**src/hw/rtl/hebp_pkg.sv**
```systemverilog
package hebp_pkg;

	localparam int MAX_CODE_LEN = 32;
	localparam int SYMBOL_COUNT = 256;
	localparam int TABLE_DEPTH  = 256;
	localparam int STORE_WIDTH  = 32;
	localparam int BYTE_BITS    = 8;
	localparam int ADDR_W       = $clog2(TABLE_DEPTH);
	localparam int CODE_LIM     = (MAX_CODE_LEN < STORE_WIDTH) ? MAX_CODE_LEN : STORE_WIDTH;

	typedef enum logic [1:0] {
		CMD_LOAD   = 2'd0,
		CMD_ENCODE = 2'd1,
		CMD_END    = 2'd2
	} cmd_t;

	// table read result
	typedef struct packed {
		logic [5:0]  len;
		logic [31:0] code;
	} entry_t;

	// bytes handed from the packer to the output stage, lowest byte first
	typedef struct packed {
		logic [31:0] bytes;
		logic [2:0]  cnt;
	} grp_t;

endpackage

```
**src/hw/rtl/hebp_emit.sv**
```systemverilog
module hebp_emit import hebp_pkg::*; (
	input  logic       clk,
	input  logic       arst_n,
	input  logic       grp_valid,
	input  grp_t       grp,
	output logic       free,
	output logic       tvalid,
	input  logic       tready,
	output logic [7:0] tdata,
	output logic       tlast
);

	logic [31:0] buf_q;
	logic [2:0]  cnt_q;

	assign tvalid = (cnt_q != 3'd0);
	assign tdata  = buf_q[7:0];
	assign tlast  = (cnt_q == 3'd1);
	// take a new group once the last byte leaves
	assign free   = (cnt_q == 3'd0) || ((cnt_q == 3'd1) && tready);

	always_ff @(posedge clk or negedge arst_n) begin
		if (!arst_n) begin
			buf_q <= '0;
			cnt_q <= '0;
		end else if (grp_valid && free) begin
			buf_q <= grp.bytes;
			cnt_q <= grp.cnt;
		end else if (tvalid && tready) begin
			buf_q <= buf_q >> BYTE_BITS;
			cnt_q <= cnt_q - 3'd1;
		end
	end

endmodule

```
**config.mk**
```make
export PLATFORM = sky130hd
export DESIGN_NAME = hebp_emit
export DESIGN_NICKNAME = d
export VERILOG_FILES = /design/src/hw/rtl/hebp_pkg.sv /design/src/hw/rtl/hebp_emit.sv
export SDC_FILE = /design/constraint.sdc
export NUM_CORES = 1
export LEC_CHECK = 0
export ABC_AREA = 0
export BUFFER_PORTS_ARGS = -buffer_cell sky130_fd_sc_hd__buf_2
export CAP_MARGIN = 20
export CORE_ASPECT_RATIO = 1.2
export CORE_MARGIN = 2
export CORE_UTILIZATION = 25
export CTS_CLUSTER_SIZE = 30
export DETAILED_ROUTE_END_ITERATION = 6
export PLACE_DENSITY = 0.55
export RECOVER_POWER = 100
export SYNTH_ARGS = -nofsm -noshare
export SYNTH_HDL_FRONTEND = slang
export SYNTH_SLANG_ARGS = --single-unit
```
**constraint.sdc**
```tcl
create_clock -name clk -period 2.2 [get_ports clk]
set_input_delay 0.66 -clock clk [delete_from_list [all_inputs] [get_ports clk]]
set_output_delay 0.66 -clock clk [all_outputs]
set_load 0.005 [all_outputs]
```
**Yosys cells after proc, flatten, opt, wreduce, memory -nomap -nowiden**

Cells that the tools add are included.

- Flip-flop bits (word level): 35
- Logic and storage cells: 15

- Equal/unequal tests: 1
- Add/sub/neg operators: 1
- Reductions and logical operators: 7
- Muxes and demuxes: 4

Operators by type and width:

| kind | count |
|---|---|
| $mux W32 | 2 |
| $mux W3 | 2 |
| $eq A3 B1 Y1 const B | 1 |
| $logic_and A1 B1 Y1 | 3 |
| $logic_not A3 Y1 | 1 |
| $reduce_bool A3 Y1 | 1 |
| $sub A3 B1 Y3 const B | 1 |
| $reduce_bool A2 Y1 | 1 |
| $logic_or A1 B1 Y1 | 1 |

**Depth between registers and ports, before layout**

Gate-level depths: netlist of the first run.

- Depth in word-level cells: 5
- Gate-level depth with buffers: 8
- Depth with buffers taken out: 6

**Least setup slack after synthesis of the first run**

OpenSTA, ideal clock, no wires.

- Path type: flip-flop to flip-flop
- Start point: reg cnt_q[0]
- End point: reg cnt_q[2]
- Clock period less this slack: 1.664 ns
- Cell stages (with the launch flop): 8
- Path buffers: 1
- Arrival time: 1.543 ns
- Path slack: 0.536 ns
- Cell sequence: dfrtp_1 > inv_1 > ha_1 > nor2b_4 > mux2_2 > buf_2 > nand4b_1 > nand2_1

- Longest elaborated chain between the ends: 5
- Elaborated cells between the ends (all ways): 11
- Those cells by class: 1 x add/sub; 1 x eq/ne; 2 x mux; 7 x reduce/logical

Ends and longest elaborated chain:

| what | RTL line | source |
|---|---|---|
| start, declared | hebp_emit.sv:14 | `logic [2:0] cnt_q;` |
| start signal, assigned | hebp_emit.sv:28 | `cnt_q <= grp.cnt;` |
| start signal, assigned | hebp_emit.sv:31 | `cnt_q <= cnt_q - 3'd1;` |
| branches (longest 5 deep; another with $sub A3 B1 Y3) | - |  |

Parallel ways; which one is timed is not known. The select of a mux whose other input is x is not followed.
A chain may end at the register's enable or synchronous reset.

**Worst setup path in the final report of the first run**

- Start point: reg cnt_q[1]
- End point: out free

- Longest elaborated chain between the ends: 3
- Elaborated cells between the ends (all ways): 4
- Those cells by class: 1 x eq/ne; 3 x reduce/logical

Ends and longest elaborated chain:

| what | RTL line | source |
|---|---|---|
| $eq A3 B1 Y1 | hebp_emit.sv:20 | `assign free = (cnt_q == 3'd0) \|\| ((cnt_q == 3'd1) && tready);` |
| $logic_and A1 B1 Y1 | hebp_emit.sv:20 |  |
| $logic_or A1 B1 Y1 * | hebp_emit.sv:20 |  |
| end, declared | hebp_emit.sv:6 | `output logic free,` |

Mark *: on every way between the ends. The rest lies on a longest branch, timed or not.

==> results of run 1 <==
[worst max-delay path: cells and delay by family, from the launching register on]
kind / cells / cell delay, ps
adders and majority gates: 1 / 220
DFF: 1 / 360
buffers and inverters: 2 / 220
and+or+nand+nor: 3 / 310
[per-stage QoR]
step / instances / total power, mW / area, um^2 / hold slack, ps
after floorplan: 182 / 1.821 / 1695 / 364.4
after global placement: 301 / 2.014 / 1974 / 490.4
after detailed placement: 301 / 2.044 / 1974 / 495.8
after CTS: 308 / 2.514 / 2062 / 419.3
after global routing: 309 / 2.660 / 2044 / 520.6
final: 309 / 2.455 / 2044 / 507.4
[kinds of logic (layout without fill, tap and decap cells)]
logic type / count (synthesis) / after routing
mux: 2 / 2
buf+inv: 22 / 64
fa+ha+maj: 3 / 3
flops: 35 / 35
compound gates: 62 / 62
simple gates: 58 / 58
[registers in the layout, indices dropped and copies added, names as in the netlist]
| signal | flops |
|---|---|
| buf_q | 32 |
| cnt_q | 3 |
[power breakdown]
| group | internal, mW | switching, mW |
|---|---|---|
| Sequential | 0.928 | 0.172 |
| Combinational | 0.398 | 0.498 |
| Clock | 0.245 | 0.213 |
[synth_stat cells (2+ instances only)]
cell     count  share of area (%)
inv_1        3               0.66
dfrtp_1     35                 52
a21oi_1     49                 14
ha_1         3                2.2
buf_4        8                3.5
nor2_1      24                5.3
a22oi_1      2               0.89
a22o_1       8                4.1
buf_6        2                1.3
buf_2        9                2.7
nand2_1     28                6.2
[final cells by class]
type                            count  area [um^2]
Fill cell                         724         4442
Sequential cell                    35        875.8
Multi-Input combinational cell    125        680.7
Timing Repair Buffer               54        282.8
Tap cell                           85        106.4
Clock buffer                        6        82.58
Inverter                            3        11.26
Clock inverter                      1        5.005
[layer usage]
| metal | wire, um | up-vias | track usage (%) |
|---|---|---|---|
| li1 | - | 692 | - |
| met1 | 1666 | 643 | 13.20 |
| met2 | 1874 | 38 | 17.37 |
| met3 | 304 | 8 | 5.000 |
| met4 | 94 | 0 | 5.029 |
| met5 | 0 | - | 0 |
[how the worst max path moves through the flow]
stage             start         to  slack [ps]  depth (start not counted)
3_3_place_gp   cnt_q[0]   cnt_q[0]         360                          6
6_report       cnt_q[1]       free         170                          6
2_1_floorplan  cnt_q[0]   cnt_q[2]         540                          7
5_1_grt        cnt_q[0]  buf_q[14]          30                          8
4_1_cts        cnt_q[0]       free         110                          6
3_5_place_dp   cnt_q[0]   cnt_q[0]         320                          6
==> qor.txt, run 1 <==
Crit-path max FO: 4
Initial antenna violation count: 0
Pleak: 0.9718 nW
Post-Synth Adder-Cell Area: 2.214%
Status: finished clean
Nets: 266
Total Routed Length: 3939 um
RSZ-0062 raised after global routing: no
Max incr delay on CP: 360 ps
Hold Startpoint: buf_q[24]
Worst Setup End Kind: primary output
Post-CTS Resized: 0
Final slew viol count: 0
Post-synth cell types: 22
RD Place Congestion: 0.7908
Hold WC Path Type: flop to flop
# rows: 32
Synth Area in Compound Gates: 20.74%
Synth Area in Simple Gates: 15.20%
Period utilisation layout: 92.24%
Vias post-DR: 1381
Reg2reg start: cnt_q[0]
Async SR Flop Fraction: 100.0%
Initial core utilization: 26.14%
Worst Path Required: 1540 ps
Data arrival, critical path: 1370 ps
Cts bufs inserted: 5
CP cell instances: inv_1, ha_1, nor2b_1, nand2_1, nand2_1, buf_2
Post-synth design cell area: 1695 um^2
Iter 0 DRT Violations: 75
Via density: 4.469
First-pass GRT wire length: 6368 um
Avg Inst Size Synth: 9.315 um^2
Power per cell area: 1201 nW/um^2
# setup viols final: 0
Yosys warnings: 0
Rel. slew slack: 43.38%
Pin count of the biggest net entering global routing: 36
Dpl hpwl: 2747 um
Clk root buf: clkbuf_8
Clock Skew: 4.079 ps
Post-placement setup slack: 319.8 ps
Worst hold path depth: 1
Most common cell after layout, fill and taps aside: a21oi_1
FMAX: 492.8 MHz
Register area share after synthesis: 51.66%
Slew @ Worst Pin: 849.3 ps
Die ar.: 7459 um^2
Largest family of logic cells by synthesized area: compound AO/OA/AOI/OAI gates
Core area: 6486 um^2
Top cell by count, worst path: nand2_1
# Post-CTS Setup Buffers: 0
Vias in the first global route: 1356
Final WS setup: 170.8 ps
Gate count of the mapped netlist: 182
Clk Latency, worst-skew pair: 280 ps
I/O pin count: 50
Post-synth EDFFs: 0
R2R setup slack: 190 ps
Setup_tns: 0 ps
Routed len/inst: 12.75 um
Post-layout utilization of the core: 31.52%
Remaining antenna violation count: 0
Worst Setup Start Kind: flop
CP max-delay cell: dfrtp_1
CTS tree: built
Hold_buf cts: 0
Most frequent cells in the layout: a21oi_1 (49), buf_2 (44), dfrtp_1 (35)
Area delta synth->final: 20.59%
Minimum clock period: 2029 ps
# DRC: 0
Num Clock Sinks: 35
Flops & latches, synth: 35
Max-cap violations: 0
Die Span Y: 94.21 um
IO Port Bufs: 49
Ant. Diodes: 0
Max VDD drop: 0.2905 mV
R2R depth: 8
R2r endpoint: buf_q[14]
Synth Area in XOR/XNOR: 0%
Worst-path clk slew: 70 ps
GRT overflow: 0
Share of post-route cells with drive strength above 1: 26.79%
Post-Synthesis Net Count: 224
CTS Buffer Depth: 2
Width of the die: 79.18 um
H-tree depth: 2
Mux cell area share after synthesis: 1.993%
Worst Hold End: buf_q[24]
Fin. Hold Viols: 0
Commonest register cell after synthesis: dfrtp_1
Setup CP Type: flop to primary output
GRT Overall Usage: 11.17%
First-pass DRT Iterations: 6
(Power assumes the default switching activity.)
==> run 2: changes to the inputs <==
==> constraint.sdc (replaced) <==
create_clock -name clk -period 2.4 [get_ports clk]
set_input_delay 0.72 -clock clk [delete_from_list [all_inputs] [get_ports clk]]
set_output_delay 0.72 -clock clk [all_outputs]
set_load 0.005 [all_outputs]
==> run 2 against run 1 <==
- clock skew increased by 1.7 ps
- global-route usage up 0.18 points
- worst setup slack better by 65 ps
- first-iteration DRC count increased by 29%
- combinational power decreased by 7.5%
- cell area down 0.31%
- sequential power is 9% lower
- hold slack worse by 1.3 ps
- sequential cell count did not move
==> qor.txt, run 2 (synthesized netlist as in run 1, its figures left out) <==
Routed len/inst: 12.77 um
Die Span Y: 94.21 um
# Post-CTS Setup Buffers: 0
Die ar.: 7459 um^2
Minimum clock period: 2164 ps
Num Clock Sinks: 35
Worst Path Required: 1680 ps
IO Port Bufs: 49
Crit-path max FO: 4
Setup_tns: 0 ps
Via density: 4.343
Share of post-route cells with drive strength above 1: 26.34%
Hold WC Path Type: flop to flop
Clk root buf: clkbuf_8
Initial core utilization: 26.14%
Max reg flops: 32
Data arrival, critical path: 1440 ps
GRT overflow: 0
GRT Overall Usage: 11.36%
Pin count of the biggest net entering global routing: 36
Fin. Hold Viols: 0
CTS Buffer Depth: 2
First-pass DRT Iterations: 4
Max VDD drop: 0.2687 mV
Rel. slew slack: 38.53%
Power per cell area: 1095 nW/um^2
Initial antenna violation count: 0
Slew @ Worst Pin: 922.0 ps
Period utilisation layout: 90.16%
Vias in the first global route: 1359
Setup CP Type: flop to primary output
Worst-path clk slew: 70 ps
Cts bufs inserted: 5
Non-filler cells, final: 309
Max-cap violations: 0
FMAX: 462.1 MHz
Most frequent cells in the layout: a21oi_1 (49), buf_2 (44), dfrtp_1 (35)
Dpl hpwl: 2752 um
Post-CTS Resized: 0
# rows: 32
Iter 0 DRT Violations: 97
Ant. Diodes: 0
Clock Skew: 5.804 ps
Hold_buf cts: 0
Width of the die: 79.18 um
Vias post-DR: 1342
Biggest registers after layout: buf_q x32, cnt_q x3
I/O pin count: 50
Worst Setup Start Kind: flop
Most common cell after layout, fill and taps aside: a21oi_1
Remaining antenna violation count: 0
# DRC: 0
Area delta synth->final: 20.22%
RSZ-0062 raised after global routing: no
Clk Latency, worst-skew pair: 290 ps
H-tree depth: 2
Total Routed Length: 3946 um
Nets: 265
CTS tree: built
R2R setup slack: 260 ps
Cell Count Post-Placement: 301
Biggest register: buf_q
# setup viols final: 0
Core area: 6486 um^2
Final slew viol count: 0
Worst Setup End Kind: primary output
Status: finished clean
First-pass GRT wire length: 6520 um
RD Place Congestion: 0.7488
Pleak: 0.9693 nW
[run 2: area by class of cell]
cell class	count	area, um^2
tap	85	106.4
clock buffer	7	76.32
clock inverter	1	5.005
inverter	3	11.26
sequential	35	875.8
timing repair buffer	53	282.8
multi-input combinational	125	680.7
fill	707	4448
[run 2: through the flow]
step                cell area (um^2)  total power [mW]  hold WS [ps]  utilization [%]  setup slack [ps]
finish                          2038             2.233         506.2            31.42             236.1
global route                    2038             2.444         525.5            31.42             102.3
CTS                             2043             2.276         510.9            31.50             229.9
detailed placement              1962             1.861         494.0            30.25             459.3
global placement                1962             1.836         490.7            30.25             495.0
floorplan                       1695             1.669         424.4                -             708.1
[run 2: path summary, 6_finish.rpt]
path,end,from,cells past startpoint
max,free,cnt_q[0],6
min,buf_q[30],buf_q[30],1
max reg2reg,cnt_q[0],cnt_q[0],6
min reg2reg,buf_q[30],buf_q[30],1
max in group asynchronous,buf_q[20],arst_n,1
min in group asynchronous,cnt_q[2],arst_n,1
[run 2: per-layer routing]
layer	vias to the layer above	wire [um]	track usage [%]
met4	0	85	6.034
met1	613	1805	14.48
met5	-	0	0
met2	33	1828	17.30
met3	8	226	3.269
li1	688	-	-
[run 2: critical path, cell delays in order (launching register included)]
cell	delay [ps]
dfrtp_1	410
inv_1	100
ha_1	190
nor2b_4	210
inv_1	70
nand2_1	60
clkbuf_1	120
[run 2: where the power goes]
| group | total [mW] | leakage [nW] | internal [mW] | switching [mW] |
|---|---|---|---|---|
| Sequential | 0.999 | 0.422 | 0.850 | 0.149 |
| Clock | 0.404 | 0.0422 | 0.203 | 0.201 |
| Combinational | 0.829 | 0.505 | 0.369 | 0.460 |
