==> config.mk <==
export PLATFORM = sky130hd
export DESIGN_NAME = hebp_pack
export DESIGN_NICKNAME = d
export VERILOG_FILES = /design/src/hw/rtl/hebp_pkg.sv /design/src/hw/rtl/hebp_pack.sv
export SDC_FILE = /design/constraint.sdc
export NUM_CORES = 1
export LEC_CHECK = 0
export BUFFER_PORTS_ARGS = -buffer_cell sky130_fd_sc_hd__buf_2
export CAP_MARGIN = 20
export CORE_ASPECT_RATIO = 1.75
export CORE_UTILIZATION = 46
export CTS_CLUSTER_DIAMETER = 60
export CTS_CLUSTER_SIZE = 8
export DETAILED_ROUTE_END_ITERATION = 10
export HOLD_SLACK_MARGIN = 0.15
export PLACE_DENSITY = 0.74
export SETUP_SLACK_MARGIN = 0.2
export SYNTH_ARGS = -nofsm -noshare
export SYNTH_HDL_FRONTEND = slang
export SYNTH_SLANG_ARGS = --single-unit
==> constraint.sdc <==
create_clock -name clk -period 7.3 [get_ports clk]
set_input_delay 0.365 -clock clk [delete_from_list [all_inputs] [get_ports clk]]
set_output_delay 0.365 -clock clk [all_outputs]
set_load 0.02 [all_outputs]
==> src/hw/rtl/hebp_pkg.sv <==
package hebp_pkg;

	localparam int MAX_CODE_LEN = 32;
	localparam int SYMBOL_COUNT = 256;
	localparam int TABLE_DEPTH  = 256;
	localparam int STORE_WIDTH  = 32;
	localparam int BYTE_BITS    = 8;
	localparam int ADDR_W       = $clog2(TABLE_DEPTH);
	localparam int CODE_LIM     = (MAX_CODE_LEN < STORE_WIDTH) ? MAX_CODE_LEN : STORE_WIDTH;

	typedef enum logic [1:0] {
		CMD_LOAD   = 2'd0,
		CMD_ENCODE = 2'd1,
		CMD_END    = 2'd2
	} cmd_t;

	// table read result
	typedef struct packed {
		logic [5:0]  len;
		logic [31:0] code;
	} entry_t;

	// bytes handed from the packer to the output stage, lowest byte first
	typedef struct packed {
		logic [31:0] bytes;
		logic [2:0]  cnt;
	} grp_t;

endpackage

==> src/hw/rtl/hebp_pack.sv <==
module hebp_pack import hebp_pkg::*; (
	input  logic   clk,
	input  logic   arst_n,
	input  logic   acc_en,
	input  cmd_t   acc_cmd,
	input  logic   acc_hit,
	input  entry_t ent,
	input  logic   emit_free,
	output logic   ready,
	output logic   grp_valid,
	output grp_t   grp
);

	logic        vld_s1;
	cmd_t        cmd_s1;
	logic        hit_s1;
	logic [7:0]  pend_bits_q;
	logic [2:0]  pend_cnt_q;
	logic [5:0]  len_eff;
	logic [5:0]  total;
	logic [39:0] acc;
	logic [39:0] rem;
	logic [2:0]  nb;
	logic [2:0]  new_cnt;
	logic [7:0]  new_bits;
	logic [7:0]  pad;
	logic        adv;

	always_comb begin
		len_eff  = hit_s1 ? ent.len : 6'd0;
		total    = {3'd0, pend_cnt_q} + len_eff;
		acc      = {32'd0, pend_bits_q} | ({8'd0, ent.code} << pend_cnt_q);
		nb       = total[5:3];
		rem      = acc >> {nb, 3'd0};
		new_cnt  = total[2:0];
		new_bits = rem[7:0] & ((8'd1 << new_cnt) - 8'd1);
		pad      = 8'(BYTE_BITS) - {5'd0, pend_cnt_q};
		grp      = '0;
		unique case (cmd_s1)
			CMD_ENCODE: begin
				grp.bytes = acc[31:0];
				grp.cnt   = nb;
			end
			CMD_END: begin
				grp.bytes = {16'd0, pad, pend_bits_q};
				grp.cnt   = (pend_cnt_q != 3'd0) ? 3'd2 : 3'd1;
			end
			default: begin
				grp = '0;
			end
		endcase
		grp_valid = vld_s1 && (grp.cnt != 3'd0);
		adv       = vld_s1 && ((grp.cnt == 3'd0) || emit_free);
		ready     = !vld_s1 || adv;
	end

	always_ff @(posedge clk or negedge arst_n) begin
		if (!arst_n) begin
			vld_s1      <= 1'b0;
			cmd_s1      <= CMD_LOAD;
			hit_s1      <= 1'b0;
			pend_bits_q <= '0;
			pend_cnt_q  <= '0;
		end else begin
			if (acc_en) begin
				vld_s1 <= 1'b1;
				cmd_s1 <= acc_cmd;
				hit_s1 <= acc_hit;
			end else if (adv) begin
				vld_s1 <= 1'b0;
			end
			if (adv) begin
				unique case (cmd_s1)
					CMD_ENCODE: begin
						pend_bits_q <= new_bits;
						pend_cnt_q  <= new_cnt;
					end
					CMD_END: begin
						pend_bits_q <= '0;
						pend_cnt_q  <= '0;
					end
					default: begin
						pend_cnt_q <= pend_cnt_q;
					end
				endcase
			end
		end
	end

endmodule

**After elaboration in Yosys (flattened, before gate mapping)**

Cells that the tools add are included.

- Register bits after elaboration: 15
- Latch bits: 0
- RAM bits: 0
- Memory bits (read-only): 0
- Bits of input ports: 45
- Output and inout port bits: 37
- Memories: 0

- Add/subtract/negate cells: 3
- $mul: 0
- Div/mod/pow operators: 0
- $lt $le $gt $ge: 0
- Equality and inequality tests: 2
- Shift operators: 3
- Multiplexer cells: 7
- Bitwise logic cells: 2
- Reductions and logical operators: 11

Operators with widths:

| operator | count |
|---|---|
| $pmux 35 s2 | 1 |
| $or 8x40->40 | 1 |
| $shl 32x3->40 | 1 |
| $shr 40x6->8 | 1 |
| $pmux 8 s2 | 1 |
| $and 8x8->8 | 1 |
| $shl 1x3->8 const A | 1 |
| $sub 8x1->8 const B | 1 |
| $add 3x6->6 | 1 |
| $mux 6 | 1 |
| $pmux 3 s2 | 1 |
| $reduce_bool 3->1 | 2 |
| $sub 4x3->5 const A | 1 |
| $reduce_bool 2->1 | 2 |
| $logic_not 3->1 | 1 |
| $eq 2x1->1 const B | 1 |
| $eq 2x2->1 const B | 1 |
| $logic_and 1x1->1 | 2 |
| $logic_or 1x1->1 | 2 |
| $mux 1 | 2 |
| $mux 2 | 1 |
| $reduce_and 2->1 | 1 |
| $logic_not 1->1 | 1 |

**Longest topological paths before layout**

Gate-level depths: netlist of run 1.

- Depth after elaboration: 8
- Mapped depth: 14

**Worst setup path before layout of run 1**

No wires, ideal clock.

- Path type: register -> register
- From: register hit_s1
- To: register pend_bits_q[6]
- Library setup time: 0.104 ns
- Arrival: 2.905 ns
- Data required time: 7.196 ns
- Path slack: 4.291 ns
- Stages on the path, launching flop included: 15
- Path buffers: 1
- Clock period less this slack: 3.009 ns
- Cells stage by stage: dfrtp_1 clkbuf_1 and2_1 ha_1 fa_1 xor2_1 nor3_1 inv_1 ha_1 xnor2_1 nand3_1 a21o_1 nor4_1 mux2i_1 o41ai_2

- Longest elaborated chain between the ends: 7

RTL lines:

| element | RTL line | text |
|---|---|---|
| from (decl) | hebp_pack.sv:16 | `logic hit_s1;` |
| from (signal assigned) | hebp_pack.sv:68 | `hit_s1 <= acc_hit;` |
| $mux 6 (*) | hebp_pack.sv:30 | `len_eff = hit_s1 ? ent.len : 6'd0;` |
| $add 3x6->6 (*) | hebp_pack.sv:31 | `total = {3'd0, pend_cnt_q} + len_eff;` |
| branches (longest 5 deep; another with $sub 8x1->8) | - |  |
| to (signal assigned) | hebp_pack.sv:75 | `pend_bits_q <= new_bits;` |
| to (decl) | hebp_pack.sv:17 | `logic [7:0] pend_bits_q;` |

Mark *: on every way between the ends.
A chain may end at the register's enable or synchronous reset.

==> impl_metrics.csv, run 1 <==
group,metric,value,unit
min_path,min_path_type,"primary input to flip-flop",
setup_path,crit_arrival,3310,ps
setup_path,regToRegSetupSlack,3660,ps
sta,fin_crit,3680,ps
run_status,outcome,"complete, no violations",
yosys,syn_area_per_cell,7.44,µm²
sta,setup_viol,0,
global_routing,antenna_found_initial,0,
global_routing,grtUsageMet1,0.337,
layout,nFillCells,626,
yosys,synthAdderAreaFrac,0.0404,
yosys,synthTopCellsByArea,"dfrtp_1 (13%), mux2i_1 (11%), mux4_2 (7.6%)",
yosys,synthMuxAreaShare,0.248,
setup_path,r2r-end,"pend_bits_q[1]",
yosys,synth_area,0.00298,mm²
placed_design,gp_congestion,0.893,
global_routing,grt_pass1_wl,15.4,mm
global_routing,grt_busiest_layer,"met2",
clock_network,cts_buffers,3,
die,die_h,108,µm
sta,hold_ws,328,ps
drt,drtIter0Drc,305,
die,ios,82,
die,placementRows,38,
drt,via_per_inst,6.22,
yosys,yosysWarnings,0,
sta,finalSetupTns,0,ps
clock_network,cts_tree,"yes",
pwr,p_leak,1.54,nW
setup_path,startpoint_type,"flip-flop",
global_routing,grtUsageTotal,0.290,
sta,skew,8.75,ps
drt,detail-route-antenna-nets,0,
setup_path,reg2reg_from,"hit_s1",
sta,slew_headroom,0.384,
clock_network,path_clk_slew,70,ps
clock_network,cts_max_path_buffers,2,
drt,firstDrtPassIters,5,
pwr,peakVddDrop,0.237,mV
yosys,synth-seq-cells,15,
setup_path,r2r_cells,10,
yosys,synth_compound_area_frac,0.263,
global_routing,grt_pass1_vias,3095,
die,die_w,62.8,µm
yosys,synth_nets,454,
yosys,netlist_instances,400,
layout,layout.cells.non_filler,539,
sta,drv_slew,0,
yosys,synthXorXnorAreaFrac,0.0177,
sta,timing_hold_violations_final,0,
setup_path,cp_max_fo,21,
yosys,synth_ff_type,"dfrtp_1",
global_routing,grtUsageMet2,0.533,
setup_path,endpoint_kind,"output pin",
drt,via_count,3355,
layout,drive_gt1_frac,0.275,
die,initial_core_util,0.478,
min_path,hold_end,"cmd_s1[1]",
sta,layout_setup_ws,3620,ps
run,cap_violations,0,
drt,routedWlPerCell,18.1,µm
yosys,synthSimpleGateAreaFrac,0.244,
yosys,synth_top_family_by_area,"compound AO/OA/AOI/OAI gates",
drt,drc_errors,0,
sta,fmax,272,MHz
clock_network,post_cts_buffers,0,
placed_design,dp_slack,3720,ps
min_path,hold_start,"acc_cmd[1]",
die,core-area,0.00623,mm²
yosys,async_flop_share,1.00,
placed_design,io_buffers,81,
sta,finalCritPeriodShare,0.504,
pwr,cellPowerDensity,365,mW/mm²
yosys,seq_area_frac_synth,0.126,
setup_path,path_class,"flip-flop to output pin",
global_routing,gr-usage-met3,0.0158,
min_path,worstHoldPathCells,3,
layout,antenna_cells,0,
yosys,yosysTopAreaCellShare,0.126,
yosys,synth_top_area_cell,"dfrtp_1",
clock_network,clockRootBuffer,"clkbuf_8",
placed_design,placed_cells,533,
layout,fin_nets,514,
yosys,synth-edff-count,0,
sta,rsz0062_at_grt,"no",
setup_path,critPathRequiredTime,6930,ps
clock_network,htree_levels,1,
clock_network,cts.sinks,15,
layout,postLayoutCoreUtil,0.550,
drt,wl,9.77,mm
yosys,synthDistinctLibCells,57,
die,die_area,0.00681,mm²
global_routing,grt.overflow.total,0,
sta,worst_pin_slew,924,ps
clock_network,worstSkewPairLatency,250,ps
global_routing,grt_max_degree,49,
placed_design,hpwl,7.62,mm
layout,area_delta_synth_final,15.2,%
==> worst max-delay path by stage <==
| stage | slack [ps] | end | cells after the start | from |
|---|---|---|---|---|
| global route | 3410 | pend_bits_q[1] | 10 | hit_s1 |
| floorplan | 4290 | pend_bits_q[6] | 14 | hit_s1 |
| global placement | 3770 | pend_bits_q[2] | 10 | hit_s1 |
| CTS | 3660 | grp[1] | 9 | hit_s1 |
| finish | 3620 | grp[1] | 9 | hit_s1 |
| detailed placement | 3720 | pend_bits_q[2] | 10 | hit_s1 |
==> registers in the layout, indices dropped and copies added, names as in the netlist <==
signal       cells
pend_bits_q      8
hit_s1           1
vld_s1           1
pend_cnt_q       3
cmd_s1           2
==> Yosys cell counts (2+ instances only) <==
| library cell | n |
|---|---|
| a211o_1 | 5 |
| a211oi_1 | 11 |
| a21boi_0 | 2 |
| a21o_1 | 3 |
| a21oi_1 | 27 |
| a22o_1 | 3 |
| a22oi_1 | 2 |
| a311o_1 | 2 |
| and2_1 | 6 |
| and3_1 | 3 |
| buf_1 | 3 |
| buf_2 | 14 |
| clkbuf_1 | 12 |
| clkinv_1 | 2 |
| dfrtp_1 | 15 |
| ha_1 | 8 |
| inv_1 | 8 |
| mux2_2 | 17 |
| mux2i_1 | 32 |
| mux4_2 | 10 |
| nand2_1 | 47 |
| nand2b_1 | 9 |
| nand3_1 | 5 |
| nand3b_1 | 3 |
| nor2_1 | 46 |
| nor2b_1 | 7 |
| nor3_1 | 18 |
| nor3b_1 | 2 |
| nor4_1 | 3 |
| o211ai_1 | 4 |
| o21a_1 | 2 |
| o21ai_0 | 26 |
| o221ai_1 | 2 |
| o22ai_1 | 8 |
| o31ai_1 | 4 |
| o41ai_2 | 3 |
| or2_2 | 2 |
| xnor2_1 | 5 |
==> per-stage QoR <==
stage	total power, mW	area, µm²
global route	1.34	3430
CTS	1.23	3420
floorplan	0.923	2980
global placement	1.15	3360
detailed placement	1.16	3360
finish	1.25	3430
==> what timing repair did <==
item,CTS,global route
resized for setup,0,0
hold buffers,1,0
hold endpoints to repair,15,0
setup endpoints to repair,0,0
==> worst max-delay path, cell delays in order (launching register included) <==
cell      delay, ps
dfrtp_1         530
and2_1          210
ha_1            240
fa_1            490
a21o_1          220
a21boi_0        170
o21a_1          760
nand2_1         150
o21ai_0         100
buf_2           180
==> where the power goes <==
group	internal (mW)	leakage [nW]	switching [mW]
clock network	0.0386	0.0228	0.0291
logic	0.403	1.33	0.640
registers	0.110	0.192	0.0296
==> cell type report <==
| class | count | area, µm² | share of cell area |
|---|---|---|---|
| clock buffer | 4 | 45.0 | 0.0131 |
| inverter | 10 | 37.5 | 0.0110 |
| multi-input combinational | 344 | 2420 | 0.705 |
| sequential | 15 | 378 | 0.110 |
| tap | 80 | 100 | 0.0292 |
| timing repair buffer | 86 | 449 | 0.131 |
==> cells in the final DEF (no fill, tap or decap), drive strengths merged, types with 3 or more instances in the layout <==
cell | netlist | routed
nand2 | 47 | 47
and3 | 3 | 3
and2 | 6 | 6
nor2b | 7 | 7
nand2b | 9 | 9
buf | 19 | 85
nor3 | 19 | 19
mux4 | 10 | 10
inv | 8 | 8
a21oi | 27 | 27
o21ai | 26 | 26
mux2 | 17 | 17
o31ai | 4 | 4
nand3 | 5 | 5
o22ai | 8 | 8
ha | 8 | 8
mux2i | 32 | 32
o41ai | 4 | 4
nor2 | 46 | 46
nand3b | 3 | 3
xnor2 | 5 | 5
nor4 | 3 | 3
dfrtp | 15 | 15
o211ai | 4 | 4
a21o | 3 | 3
clkbuf | 12 | 4
a22o | 3 | 3
a211oi | 12 | 12
a211o | 5 | 5
==> cells by family after synthesis <==
logic type / Yosys count
simple gates: 155
xor+xnor: 6
compound gates: 115
buf+inv: 41
mux: 59
fa+ha+maj: 9
flops: 15
==> layer usage <==
| metal | up-vias | wire length [µm] |
|---|---|---|
| li1 | 1601 | - |
| met1 | 1569 | 3730 |
| met2 | 157 | 5160 |
| met3 | 28 | 479 |
| met4 | 0 | 409 |
| met5 | - | 0 |
No activity file was read; power rests on OpenSTA's default activity.
==> run 2: changes to the inputs <==
--- a/config.mk
+++ b/config.mk
@@ -13,7 +13,7 @@
 export CTS_CLUSTER_SIZE = 8
 export DETAILED_ROUTE_END_ITERATION = 10
 export HOLD_SLACK_MARGIN = 0.15
-export PLACE_DENSITY = 0.74
+export PLACE_DENSITY = 0.76
 export SETUP_SLACK_MARGIN = 0.2
 export SYNTH_ARGS = -nofsm -noshare
 export SYNTH_HDL_FRONTEND = slang
==> constraint.sdc (replaced) <==
create_clock -name clk -period 3.3 [get_ports clk]
set_input_delay 0.165 -clock clk [delete_from_list [all_inputs] [get_ports clk]]
set_output_delay 0.165 -clock clk [all_outputs]
set_load 0.02 [all_outputs]
==> impl_metrics.csv, run 2 (synthesis gave the netlist of run 1 again) <==
group,metric,value,unit
placed_design,hpwl,8.26,mm
layout,largest_reg_flops,8,
drt,wl,10.4,mm
pwr,p_leak,1.60,nW
clock_network,htree_levels,1,
placed_design,io_buffers,81,
sta,hold_ws,159,ps
global_routing,grt_max_degree,49,
clock_network,post_cts_buffers,0,
drt,drc_errors,0,
clock_network,cts_max_path_buffers,2,
global_routing,grt.overflow.total,0,
drt,firstDrtPassIters,4,
setup_path,cp_common_cell,"ha_1",
clock_network,cts_buffers,3,
layout,drive_gt1_frac,0.299,
sta,skew,3.97,ps
layout,postLayoutCoreUtil,0.569,
sta,finalSetupTns,0,ps
layout,top_regs,"pend_bits_q (8), pend_cnt_q (3), cmd_s1 (2)",
placed_design,gp_congestion,1.00,
clock_network,path_clk_slew,70,ps
global_routing,antenna_found_initial,0,
layout,layout_commonest_cell,"buf_2",
sta,fmax,342,MHz
setup_path,worstPathBufferInverterCount,1,
setup_path,slowest_stage,"fa_2",
setup_path,cp_max_fo,5,
clock_network,worstSkewPairLatency,250,ps
clock_network,cts_tree,"yes",
placed_design,placed_cells,543,
pwr,peakVddDrop,0.643,mV
global_routing,grt_pass1_wl,16.3,mm
sta,finalCritPeriodShare,0.887,
drt,routedWlPerCell,18.9,µm
setup_path,endpoint_kind,"flip-flop",
layout,antenna_cells,0,
layout,final_cell_mix,"buf_2 (81), nand2_1 (47), nor2_1 (46), mux2i_1 (32), a21oi_1 (27)",
drt,via_per_inst,6.26,
pwr,cellPowerDensity,804,mW/mm²
global_routing,grt_pass1_vias,3292,
global_routing,grtUsageTotal,0.306,
setup_path,crit_arrival,3080,ps
sta,fin_crit,2930,ps
drt,detail-route-antenna-nets,0,
placed_design,placed_cell_area,0.00344,mm²
die,initial_core_util,0.478,
run_status,outcome,"complete, no violations",
die,ios,82,
clock_network,cts.sinks,15,
die,die_h,108,µm
pwr,total_power,2.85,mW
die,die_area,0.00681,mm²
layout,regMostFlops,"pend_bits_q",
clock_network,clockRootBuffer,"clkbuf_8",
layout,fin_nets,526,
sta,worst_pin_slew,693,ps
setup_path,slowest_delay,420,ps
sta,timing_hold_violations_final,0,
die,die_w,62.8,µm
sta,rsz0062_at_grt,"no",
placed_design,dp_slack,270,ps
setup_path,crit_path_cell_trace,"and2_1, ha_1, fa_2, xor2_1, nor3_2, inv_1, ha_1, xnor2_1, nand3_1, a21o_1, nor4_1, mux2i_1, o41ai_2",
setup_path,path_class,"flip-flop to flip-flop",
sta,layout_setup_ws,373,ps
sta,drv_slew,0,
setup_path,path_delay_family,"adder cells",
setup_path,startpoint_type,"flip-flop",
setup_path,critPathRequiredTime,3460,ps
sta,setup_viol,0,
min_path,min_path_type,"primary input to flip-flop",
layout,area_delta_synth_final,19.0,%
die,placementRows,38,
drt,drtIter0Drc,299,
drt,via_count,3451,
die,core-area,0.00623,mm²
sta,slew_headroom,0.538,
run,cap_violations,0,
layout,layout.cells.non_filler,551,
layout,post-route-cell-area,0.00354,mm²
-- run 2: cell count changes in the layout (fill, tap and decap cells not counted), sizes merged --
cell         change
buf              +9
clkinv           +1
clkbuf           -1
dlygate4sd3      +3
-- run 2: power by group --
part	switching (mW)	total (mW)	leakage [nW]	internal, mW
Clock	0.0700	0.154	0.0255	0.0838
Combinational	1.45	2.39	1.38	0.939
Sequential	0.0638	0.307	0.192	0.243
Total	1.58	2.85	1.60	1.27
-- run 2: final timing paths --
| check | endpoint | slack, ps | depth (start not counted) | startpoint |
|---|---|---|---|---|
| worst max-delay path | pend_bits_q[6] | 370 | 13 | hit_s1 |
| worst min-delay path | cmd_s1[0] | 160 | 2 | acc_en |
| worst max register to register | pend_bits_q[6] | 370 | 13 | hit_s1 |
| worst min register to register | pend_bits_q[7] | 490 | 1 | pend_bits_q[7] |
| max in group asynchronous | pend_cnt_q[2] | 2660 | 2 | arst_n |
| min in group asynchronous | pend_bits_q[7] | 350 | 2 | arst_n |
-- run 2: area by class of cell --
| cell class | instances | area [µm²] |
|---|---|---|
| Multi-Input combinational cell | 344 | 2440 |
| Tap cell | 80 | 100 |
| Timing Repair Buffer | 98 | 543 |
| Sequential cell | 15 | 378 |
| Clock inverter | 1 | 5.00 |
| Clock buffer | 3 | 41.3 |
| Inverter | 10 | 37.5 |
| Fill cell | 645 | 2690 |
-- run 2: timing repair --
action	in CTS	in global routing
hold endpoints to repair	18	0
endpoints found under the setup margin	0	7
gates resized for setup	0	5
hold buffers	4	0
-- run 2: routing by layer --
metal	vias up	share of wire	GRT usage
li1	1628	-	-
met4	0	0.052	0.166
met3	33	0.042	0.0179
met1	1655	0.37	0.335
met2	135	0.54	0.580
met5	-	0	0
